--- src/rtl/core/tsk_pkg.sv ---
// ----------------------------------------------------------------------------
// tsk_pkg
// Shared types and constants of the topological sorter: operation and result
// codes, controller states and the result item layout.
// ----------------------------------------------------------------------------
package tsk_pkg;

  localparam int unsigned NODE_COUNT_DEF    = 16;
  localparam int unsigned EDGE_CAPACITY_DEF = 64;

  localparam int unsigned OP_W   = 2;
  localparam int unsigned NODE_W = 4;
  localparam int unsigned KIND_W = 2;

  typedef enum logic [OP_W-1:0] {
    OP_ADD_NODE = 2'd0,
    OP_ADD_EDGE = 2'd1,
    OP_SORT     = 2'd2
  } op_e;

  typedef enum logic [KIND_W-1:0] {
    KIND_ACK    = 2'd0,
    KIND_ORDER  = 2'd1,
    KIND_STATUS = 2'd2
  } kind_e;

  typedef enum logic [2:0] {
    ST_IDLE,
    ST_COPY,
    ST_POP,
    ST_SCAN,
    ST_DEGREE,
    ST_STATUS
  } state_e;

  typedef struct packed {
    kind_e             kind;
    logic [NODE_W-1:0] node_index;
    logic              accepted;
    logic              cyclic;
    logic              is_last;
  } result_t;

endpackage

--- src/rtl/core/tsk_in_if.sv ---
// ----------------------------------------------------------------------------
// tsk_in_if
// Command channel of the topological sorter: operation and node operands.
// ----------------------------------------------------------------------------
interface tsk_in_if import tsk_pkg::*; ();
  logic              valid;
  logic              ready;
  logic [OP_W-1:0]   operation;
  logic [NODE_W-1:0] node_a;
  logic [NODE_W-1:0] node_b;

  modport source (output valid, output operation, output node_a, output node_b,
                  input ready);
  modport sink   (input valid, input operation, input node_a, input node_b,
                  output ready);
endinterface

--- src/rtl/core/tsk_out_if.sv ---
// ----------------------------------------------------------------------------
// tsk_out_if
// Result channel of the topological sorter: acks, order entries and status.
// ----------------------------------------------------------------------------
interface tsk_out_if import tsk_pkg::*; ();
  logic              valid;
  logic              ready;
  logic [KIND_W-1:0] kind;
  logic [NODE_W-1:0] node_index;
  logic              accepted;
  logic              cyclic;
  logic              is_last;

  modport source (output valid, output kind, output node_index, output accepted,
                  output cyclic, output is_last, input ready);
  modport sink   (input valid, input kind, input node_index, input accepted,
                  input cyclic, input is_last, output ready);
endinterface

--- src/rtl/core/topological_sort_kahn.sv ---
// ----------------------------------------------------------------------------
// topological_sort_kahn
// Graph store and Kahn sorter with a LIFO ready stack.
//
// in_i takes one command item per handshake: add node, add edge or run sort.
// out_o returns result items through a two-entry output queue, so a new
// command is taken while one finished result still waits to be taken.
// An add gives one ack item, which the output queue shows in the cycle after
// the add is taken; adds run one a cycle as long as the receiver keeps up.
// A sort first copies the in-degree table into the work-degree memory, one
// node a cycle, pushing ready nodes. Each popped node is sent as an order
// item in ST_POP, then ST_SCAN reads every stored edge; each edge leaving
// that node adds an ST_DEGREE step (read-modify-write of the work-degree
// memory). On finding the stack empty, ST_STATUS sends the status item.
// Commands are held off for the whole sort. A stalled receiver simply
// freezes the sorter once the queue is full.
// Reset clears the node table, the in-degrees, the edge count and the queue;
// the edge and work-degree memories need no clearing pass.
// ----------------------------------------------------------------------------
module topological_sort_kahn import tsk_pkg::*; #(
  parameter int unsigned NODE_COUNT    = NODE_COUNT_DEF,
  parameter int unsigned EDGE_CAPACITY = EDGE_CAPACITY_DEF
) (
  input  logic      clk_i,
  input  logic      rst_ni,
  tsk_in_if.sink    in_i,
  tsk_out_if.source out_o
);

  localparam int unsigned NW = $clog2(NODE_COUNT);
  localparam int unsigned AW = (NW > NODE_W) ? NW : NODE_W;
  localparam int unsigned CW = AW + 1;
  localparam int unsigned SW = $clog2(NODE_COUNT + 1);
  localparam int unsigned EW = (EDGE_CAPACITY > 1) ? $clog2(EDGE_CAPACITY) : 1;
  localparam int unsigned TW = $clog2(EDGE_CAPACITY + 1);
  localparam int unsigned DW = TW;

  function automatic logic [NW-1:0] to_idx(input logic [NODE_W-1:0] n);
    logic [AW-1:0] ext;
    ext = AW'(n);
    return ext[NW-1:0];
  endfunction

  function automatic logic in_range(input logic [NODE_W-1:0] n);
    return CW'(n) < CW'(NODE_COUNT);
  endfunction

  state_e              state_q, state_d;
  logic                present_q [NODE_COUNT];
  logic [DW-1:0]       indeg_q   [NODE_COUNT];
  logic [SW-1:0]       pres_cnt_q, pres_cnt_d;
  logic [TW-1:0]       edge_total_q, edge_total_d;
  logic [SW-1:0]       emit_cnt_q, emit_cnt_d;
  logic [SW-1:0]       depth_q, depth_d;
  logic [NW-1:0]       copy_q, copy_d;
  logic [TW-1:0]       idx_q, idx_d;
  logic [NODE_W-1:0]   cur_q, cur_d;

  // edge store and work degrees, synchronous read
  logic [2*NODE_W-1:0] edge_mem [EDGE_CAPACITY];
  logic [2*NODE_W-1:0] edge_rdata_q;
  logic [EW-1:0]       edge_raddr;
  logic                edge_we;
  logic [DW-1:0]       wd_mem [NODE_COUNT];
  logic [DW-1:0]       wd_rdata_q;
  logic [NW-1:0]       wd_raddr, wd_waddr;
  logic [DW-1:0]       wd_wdata;
  logic                wd_we;

  logic [NODE_W-1:0]   stack_q [NODE_COUNT];
  logic                push_en;
  logic [NODE_W-1:0]   push_node;

  logic                present_set, indeg_inc;
  logic [NW-1:0]       deg_addr;
  logic [DW-1:0]       deg_val;

  result_t             fifo_q [2];
  logic                fifo_wr_q, fifo_rd_q;
  logic [1:0]          fifo_cnt_q;
  logic                fifo_push, fifo_pop, fifo_space;
  result_t             fifo_item;

  logic                in_acc;
  logic [NW-1:0]       a_idx, b_idx;
  logic [NODE_W-1:0]   e_src, e_tgt;
  logic                ok;

  assign a_idx      = to_idx(in_i.node_a);
  assign b_idx      = to_idx(in_i.node_b);
  assign e_src      = edge_rdata_q[2*NODE_W-1:NODE_W];
  assign e_tgt      = edge_rdata_q[NODE_W-1:0];
  assign fifo_space = (fifo_cnt_q != 2'd2);
  assign in_i.ready = (state_q == ST_IDLE) && fifo_space;
  assign in_acc     = in_i.valid && in_i.ready;

  assign deg_addr   = (state_q == ST_COPY) ? copy_q : b_idx;
  assign deg_val    = indeg_q[deg_addr];
  assign wd_raddr   = to_idx(e_tgt);
  assign edge_raddr = (idx_d < TW'(EDGE_CAPACITY)) ? idx_d[EW-1:0] : '0;

  always_comb begin
    state_d      = state_q;
    pres_cnt_d   = pres_cnt_q;
    edge_total_d = edge_total_q;
    emit_cnt_d   = emit_cnt_q;
    depth_d      = depth_q;
    copy_d       = copy_q;
    idx_d        = idx_q;
    cur_d        = cur_q;
    edge_we      = 1'b0;
    wd_we        = 1'b0;
    wd_waddr     = copy_q;
    wd_wdata     = deg_val;
    push_en      = 1'b0;
    push_node    = NODE_W'(copy_q);
    present_set  = 1'b0;
    indeg_inc    = 1'b0;
    fifo_push    = 1'b0;
    fifo_item    = '{kind: KIND_ACK, node_index: '0, accepted: 1'b0,
                     cyclic: 1'b0, is_last: 1'b1};
    ok           = 1'b0;

    case (state_q)
      ST_IDLE: begin
        if (in_acc) begin
          case (in_i.operation)
            OP_ADD_NODE: begin
              ok        = in_range(in_i.node_a);
              fifo_push = 1'b1;
              if (ok) begin
                present_set = 1'b1;
                if (!present_q[a_idx]) begin
                  pres_cnt_d = pres_cnt_q + SW'(1);
                end
              end
            end
            OP_ADD_EDGE: begin
              ok = in_range(in_i.node_a) && in_range(in_i.node_b) &&
                   present_q[a_idx] && present_q[b_idx] &&
                   (edge_total_q < TW'(EDGE_CAPACITY));
              fifo_push = 1'b1;
              if (ok) begin
                edge_we      = 1'b1;
                indeg_inc    = 1'b1;
                edge_total_d = edge_total_q + TW'(1);
              end
            end
            OP_SORT: begin
              depth_d    = '0;
              emit_cnt_d = '0;
              copy_d     = '0;
              state_d    = ST_COPY;
            end
            default: begin
              fifo_push = 1'b1;
            end
          endcase
          fifo_item.accepted = ok;
        end
      end
      ST_COPY: begin
        wd_we = 1'b1;
        if (present_q[copy_q] && (deg_val == '0) && (depth_q < SW'(NODE_COUNT))) begin
          push_en = 1'b1;
          depth_d = depth_q + SW'(1);
        end
        if (copy_q == NW'(NODE_COUNT - 1)) begin
          state_d = ST_POP;
        end else begin
          copy_d = copy_q + NW'(1);
        end
      end
      ST_POP: begin
        if (depth_q == '0) begin
          state_d = ST_STATUS;
        end else if (fifo_space) begin
          cur_d                = stack_q[NW'(depth_q - SW'(1))];
          fifo_push            = 1'b1;
          fifo_item.kind       = KIND_ORDER;
          fifo_item.node_index = cur_d;
          fifo_item.is_last    = 1'b0;
          depth_d              = depth_q - SW'(1);
          emit_cnt_d           = emit_cnt_q + SW'(1);
          idx_d                = '0;
          state_d              = ST_SCAN;
        end
      end
      ST_SCAN: begin
        // edge read data register holds the edge at idx_q
        if (idx_q == edge_total_q) begin
          state_d = ST_POP;
        end else if ((e_src == cur_q) && in_range(e_tgt)) begin
          state_d = ST_DEGREE;
        end else begin
          idx_d = idx_q + TW'(1);
        end
      end
      ST_DEGREE: begin
        if (wd_rdata_q != '0) begin
          wd_we    = 1'b1;
          wd_waddr = to_idx(e_tgt);
          wd_wdata = wd_rdata_q - DW'(1);
          if ((wd_rdata_q == DW'(1)) && (depth_q < SW'(NODE_COUNT))) begin
            push_en   = 1'b1;
            push_node = e_tgt;
            depth_d   = depth_q + SW'(1);
          end
        end
        idx_d   = idx_q + TW'(1);
        state_d = ST_SCAN;
      end
      ST_STATUS: begin
        if (fifo_space) begin
          // a present node never pushed still holds a nonzero degree
          fifo_push        = 1'b1;
          fifo_item.kind   = KIND_STATUS;
          fifo_item.cyclic = (emit_cnt_q != pres_cnt_q);
          state_d          = ST_IDLE;
        end
      end
      default: begin
        state_d = ST_IDLE;
      end
    endcase
  end

  assign fifo_pop = out_o.valid && out_o.ready;

  always_ff @(posedge clk_i or negedge rst_ni) begin
    if (!rst_ni) begin
      state_q      <= ST_IDLE;
      pres_cnt_q   <= '0;
      edge_total_q <= '0;
      emit_cnt_q   <= '0;
      depth_q      <= '0;
      copy_q       <= '0;
      idx_q        <= '0;
      cur_q        <= '0;
      fifo_wr_q    <= 1'b0;
      fifo_rd_q    <= 1'b0;
      fifo_cnt_q   <= '0;
      for (int i = 0; i < NODE_COUNT; i++) begin
        present_q[i] <= 1'b0;
        indeg_q[i]   <= '0;
      end
    end else begin
      state_q      <= state_d;
      pres_cnt_q   <= pres_cnt_d;
      edge_total_q <= edge_total_d;
      emit_cnt_q   <= emit_cnt_d;
      depth_q      <= depth_d;
      copy_q       <= copy_d;
      idx_q        <= idx_d;
      cur_q        <= cur_d;
      if (present_set) begin
        present_q[a_idx] <= 1'b1;
      end
      if (indeg_inc) begin
        indeg_q[b_idx] <= deg_val + DW'(1);
      end
      if (fifo_push) begin
        fifo_wr_q <= ~fifo_wr_q;
      end
      if (fifo_pop) begin
        fifo_rd_q <= ~fifo_rd_q;
      end
      fifo_cnt_q <= fifo_cnt_q + 2'(fifo_push) - 2'(fifo_pop);
    end
  end

  always_ff @(posedge clk_i) begin
    if (edge_we) begin
      edge_mem[edge_total_q[EW-1:0]] <= {in_i.node_a, in_i.node_b};
    end
    edge_rdata_q <= edge_mem[edge_raddr];
    if (wd_we) begin
      wd_mem[wd_waddr] <= wd_wdata;
    end
    wd_rdata_q <= wd_mem[wd_raddr];
    if (push_en) begin
      stack_q[depth_q[NW-1:0]] <= push_node;
    end
    if (fifo_push) begin
      fifo_q[fifo_wr_q] <= fifo_item;
    end
  end

  assign out_o.valid      = (fifo_cnt_q != '0);
  assign out_o.kind       = fifo_q[fifo_rd_q].kind;
  assign out_o.node_index = fifo_q[fifo_rd_q].node_index;
  assign out_o.accepted   = fifo_q[fifo_rd_q].accepted;
  assign out_o.cyclic     = fifo_q[fifo_rd_q].cyclic;
  assign out_o.is_last    = fifo_q[fifo_rd_q].is_last;

endmodule

--- src/flat_wrapper.sv ---
// flat-port wrapper written by rule: the top's interface ports become plain ports
module topological_sort_kahn_flat import tsk_pkg::*;
#(
  parameter int unsigned NODE_COUNT    = NODE_COUNT_DEF,
  parameter int unsigned EDGE_CAPACITY = EDGE_CAPACITY_DEF
)
  (clk_i, rst_ni, in_i_valid, in_i_operation, in_i_node_a, in_i_node_b, in_i_ready, out_o_valid, out_o_kind, out_o_node_index, out_o_accepted, out_o_cyclic, out_o_is_last, out_o_ready);
  tsk_in_if in_i_i ();
  tsk_out_if out_o_i ();
  input  logic clk_i;
  input  logic rst_ni;
  input wire logic [$bits(in_i_i.valid)-1:0] in_i_valid;
  input wire logic [$bits(in_i_i.operation)-1:0] in_i_operation;
  input wire logic [$bits(in_i_i.node_a)-1:0] in_i_node_a;
  input wire logic [$bits(in_i_i.node_b)-1:0] in_i_node_b;
  output wire logic [$bits(in_i_i.ready)-1:0] in_i_ready;
  output wire logic [$bits(out_o_i.valid)-1:0] out_o_valid;
  output wire logic [$bits(out_o_i.kind)-1:0] out_o_kind;
  output wire logic [$bits(out_o_i.node_index)-1:0] out_o_node_index;
  output wire logic [$bits(out_o_i.accepted)-1:0] out_o_accepted;
  output wire logic [$bits(out_o_i.cyclic)-1:0] out_o_cyclic;
  output wire logic [$bits(out_o_i.is_last)-1:0] out_o_is_last;
  input wire logic [$bits(out_o_i.ready)-1:0] out_o_ready;
  assign in_i_i.valid = in_i_valid;
  assign in_i_i.operation = in_i_operation;
  assign in_i_i.node_a = in_i_node_a;
  assign in_i_i.node_b = in_i_node_b;
  assign in_i_ready = in_i_i.ready;
  assign out_o_valid = out_o_i.valid;
  assign out_o_kind = out_o_i.kind;
  assign out_o_node_index = out_o_i.node_index;
  assign out_o_accepted = out_o_i.accepted;
  assign out_o_cyclic = out_o_i.cyclic;
  assign out_o_is_last = out_o_i.is_last;
  assign out_o_i.ready = out_o_ready;
  topological_sort_kahn #(.NODE_COUNT(NODE_COUNT), .EDGE_CAPACITY(EDGE_CAPACITY)) u_core (.clk_i(clk_i), .rst_ni(rst_ni), .in_i(in_i_i), .out_o(out_o_i));
endmodule
--- config.mk ---
export PLATFORM = sky130hd
export DESIGN_NAME = topological_sort_kahn_flat
export DESIGN_NICKNAME = d
export VERILOG_FILES = /design/src/rtl/core/tsk_pkg.sv /design/src/rtl/core/tsk_in_if.sv /design/src/rtl/core/tsk_out_if.sv /design/src/rtl/core/topological_sort_kahn.sv /design/src/flat_wrapper.sv
export SDC_FILE = /design/constraint.sdc
export NUM_CORES = 1
export LEC_CHECK = 0
export ABC_AREA = 1
export BUFFER_PORTS_ARGS = -buffer_cell sky130_fd_sc_hd__buf_2
export CORE_MARGIN = 2
export CORE_UTILIZATION = 45
export CTS_BUF_LIST = sky130_fd_sc_hd__clkbuf_4 sky130_fd_sc_hd__clkbuf_8
export DETAILED_ROUTE_END_ITERATION = 16
export PLACE_DENSITY_LB_ADDON = 0.15
export SLEW_MARGIN = 20
export SYNTH_ARGS = -nofsm -noshare
export SYNTH_HDL_FRONTEND = slang
export SYNTH_SLANG_ARGS = --single-unit
--- constraint.sdc ---
create_clock -name clk_i -period 3.2 [get_ports clk_i]
set_clock_uncertainty 0.05 [all_clocks]
set_input_delay 0.16 -clock clk_i [delete_from_list [all_inputs] [get_ports clk_i]]
set_output_delay 0.16 -clock clk_i [all_outputs]
set_load 0.1 [all_outputs]
==> results.py <==
metrics = {
    "run_status": {
        "outcome": "finished with violations",
        "violations": "negative setup slack",
    },
    "finish": {
        "areaGrowthSynthToFinish_pct": 19.8,
        "design_area_sq_um": 47900,
        "layout_common_cells": "706 x edfxtp_1, 657 x nand2_1, 499 x nand3_1",
        "multiInputGateArea_sq_um": 11900,
        "final_common_cell": "edfxtp_1",
        "fill_cells": 7782,
        "fin_nets": 4343,
        "drive_above_1_share": 0.172,
        "seq_area_sq_um": 25800,
        "fin_util": 0.543,
    },
    "global_routing": {
        "grt_pass1_vias": 28200,
        "grt_overflow_total": 0,
        "grt_max_degree": 98,
        "grt_usage": 0.247,
        "grt_antenna_before_repair": 3,
        "grt_pass1_wl_um": 171000,
    },
    "critical_path": {
        "r2r_slack_ns": -0.15,
        "worstRegToRegCells": 18,
        "crit_slowest_cell": "dfrtp_1",
        "cp.required_ns": 3.70,
        "crit_type": "flop to flop",
        "cp-end-kind": "flop",
        "start_kind": "flop",
        "critical_path.cell_chain": "inv_2 > nand3_4 > buf_12 > o21ai_4 > clkinv_4 > buf_12 > buf_8 > o21ai_2 > o21ai_1 > o211ai_1 > nand2_4 > nor2_4 > nand3_4 > o21ai_4 > buf_12 > nand2_4 > nor2_1 > buf_4",
        "path_common_cell": "buf_12",
        "worstPathArrival_ns": 3.85,
        "cp_max_fo": 14,
        "critPathMaxStageDelay_ns": 0.39,
    },
    "synth": {
        "seq_area_frac_synth": 0.645,
        "yosys_warnings": 0,
        "post_synth.cell_area_avg_sq_um": 10.1,
        "synth.distinct_cells": 55,
        "netlist_instances": 3964,
        "synthesis.nets": 3994,
        "async_flop_share": 0.193,
        "syn_area_sq_um": 40000,
        "ys_seq_elements": 893,
        "ys.flop_type": "edfxtp_1",
        "synth_edf_count": 706,
    },
    "floorplanning": {
        "core_sq_um": 88200,
        "die_x_um": 302,
        "ios": 25,
        "placementRows": 109,
        "die_area_sq_um": 91300,
        "start_util": 0.454,
        "fp.dieH_um": 302,
    },
    "clock_network": {
        "cts.clk_slew.worst_paths_ns": 0.06,
        "cts_root_buf": "clkbuf_8",
        "clock_sinks": 893,
        "cts_tree": "done",
        "clock_latency_ns": 0.83,
        "h-tree-depth": 4,
        "cts_made_buffers": 150,
        "clockBufferDepth": 3,
    },
    "sta": {
        "fin_crit_ns": 3.35,
        "fmax_mhz": 299,
        "post-route-period-util": 1.05,
        "slew_violations": 0,
        "finalWorstSetupSlack_ns": -0.146,
        "slew_headroom": 0.365,
        "worstMarginPinSlew_ns": 0.941,
        "finalHoldViolCount": 0,
        "setup_viol_count_final": 66,
        "hold_slack_ns": 0.160,
        "rsz0062_at_grt": "true",
    },
    "run": {
        "drv_cap": 0,
    },
    "hold_path": {
        "whs_path_depth": 6,
        "hold_class": "primary input to flop",
    },
    "pwr": {
        "p_leak_uw": 0.0195,
        "powerDensity_nw_per_um2": 866,
        "combPwrFrac": 0.414,
        "p_switching_uw": 16300,
        "p_int_uw": 25200,
        "ir_worst_vdd_v": 0.000808,
        "clkPwrFrac": 0.248,
        "swShare": 0.392,
        "seq_power_share": 0.338,
        "finalPower_uw": 41500,
    },
    "routing": {
        "drc": 0,
        "ant_nets": 0,
        "wl_per_cell_um": 20.4,
        "via_per_inst": 5.32,
        "vias": 29800,
        "wl_um": 114000,
        "first_pass_iters": 6,
        "drt_iter0_drc": 2887,
    },
    "placement": {
        "placed_cell_area_sq_um": 43400,
        "pre_cts_slack_ns": -0.236,
        "hpwl_um": 70400,
        "gp_congestion": 0.871,
        "port_buffers": 24,
    },
}
[through the flow]
step	std cells	setup TNS, ns
6_report	5597	-7.24
3_3_place_gp	5263	-10.05
2_1_floorplan	3964	-1.13
5_1_grt	5597	-20.86
3_5_place_dp	5263	-11.01
4_1_cts	5568	-0.0622
[cell type report]
| type | instances | area share |
|---|---|---|
| Multi-Input combinational cell | 2366 | 0.249 |
| Tap cell | 1165 | 0.0304 |
| Inverter | 503 | 0.0398 |
| Antenna cell | 2 | 0.000104 |
| Timing Repair Buffer | 397 | 0.0795 |
| Clock inverter | 61 | 0.00963 |
| Timing Repair inverter | 2 | 0.000261 |
| Clock buffer | 208 | 0.0535 |
| Sequential cell | 893 | 0.538 |
[routing by layer]
layer	vias up	wire, um	GRT usage
li1	14100	-	-
met5	-	0	0
met3	186	7970	0.0452
met4	0	2600	0.0791
met1	14400	51600	0.355
met2	1076	52100	0.379
[cell usage after synthesis (all sizes together) (15+ instances only)]
library cell / n / area share
a21oi: 69 / 0.0087
dfrtp: 172 / 0.11
o221ai: 26 / 0.0057
o21ai: 300 / 0.038
nor3: 27 / 0.0038
o211ai: 41 / 0.0077
nand3b: 55 / 0.010
clkbuf: 99 / 0.0093
xnor2: 17 / 0.0037
o22ai: 24 / 0.0038
ha: 16 / 0.0050
or2: 28 / 0.0044
nand3: 539 / 0.068
dfxtp: 15 / 0.0075
edfxtp: 706 / 0.53
buf: 103 / 0.015
inv: 502 / 0.047
nand2: 687 / 0.066
nor2: 469 / 0.045
[worst max-delay path: cells and delay by family (launching register included)]
kind,cells,cell delay [ns]
AO/OA/AOI/OAI,5,0.94
AND/OR/NAND/NOR,6,0.68
buffers and inverters,7,1.00
flip-flops,1,0.39
[registers in the layout (all words and copies together) (netlist names), 8 cells and up]
name                 flops
u_core.edge_mem        512
u_core.indeg_q         112
u_core.wd_mem          112
u_core.stack_q          64
u_core.fifo_q           18
u_core.present_q        16
u_core.edge_rdata_q      8
[power by group through the flow]
stage	logic [uW]	clock network [uW]	registers (uW)
floorplan	9260	0	14200
global placement	15100	0	14300
detailed placement	15200	0	14300
CTS	15700	10500	14000
global route	18600	11000	14100
finish	17200	10300	14000
[final timing paths]
check | start | to
setup / recovery | u_core.state_q[2] | u_core.stack_q[4][0]
hold / removal | in_i_node_b[2] | u_core.indeg_q[6]
setup reg to reg | u_core.state_q[2] | u_core.stack_q[4][0]
hold reg to reg | u_core.indeg_q[40] | u_core.indeg_q[40]
max in group asynchronous | rst_ni | u_core.edge_total_q[1]
min in group asynchronous | rst_ni | u_core.indeg_q[33]
[kinds of logic (layout without fill, tap and decap cells)]
logic type               Yosys count  in the layout  synth area share
AND/OR/NAND/NOR                 1826           1826             0.201
AO/OA/AOI/OAI                    486            486            0.0696
XOR/XNOR                          31             31           0.00678
flip-flops                       893            893             0.645
buffers and inverters            705           1171            0.0713
adder cells (fa/ha/maj)           16             16           0.00500
other                              0              2                 0
multiplexers                       7              7           0.00178
[repair_timing]
item / CTS / global route
hold endpoints to repair: 220 / 0
hold buffers: 21 / 0
setup buffers: 13 / 17
endpoints found under the setup margin: 69 / 162
pin swaps: 17 / 27
resized for setup: 34 / 140
cloned: 2 / 11
(Power assumes the default switching activity.)
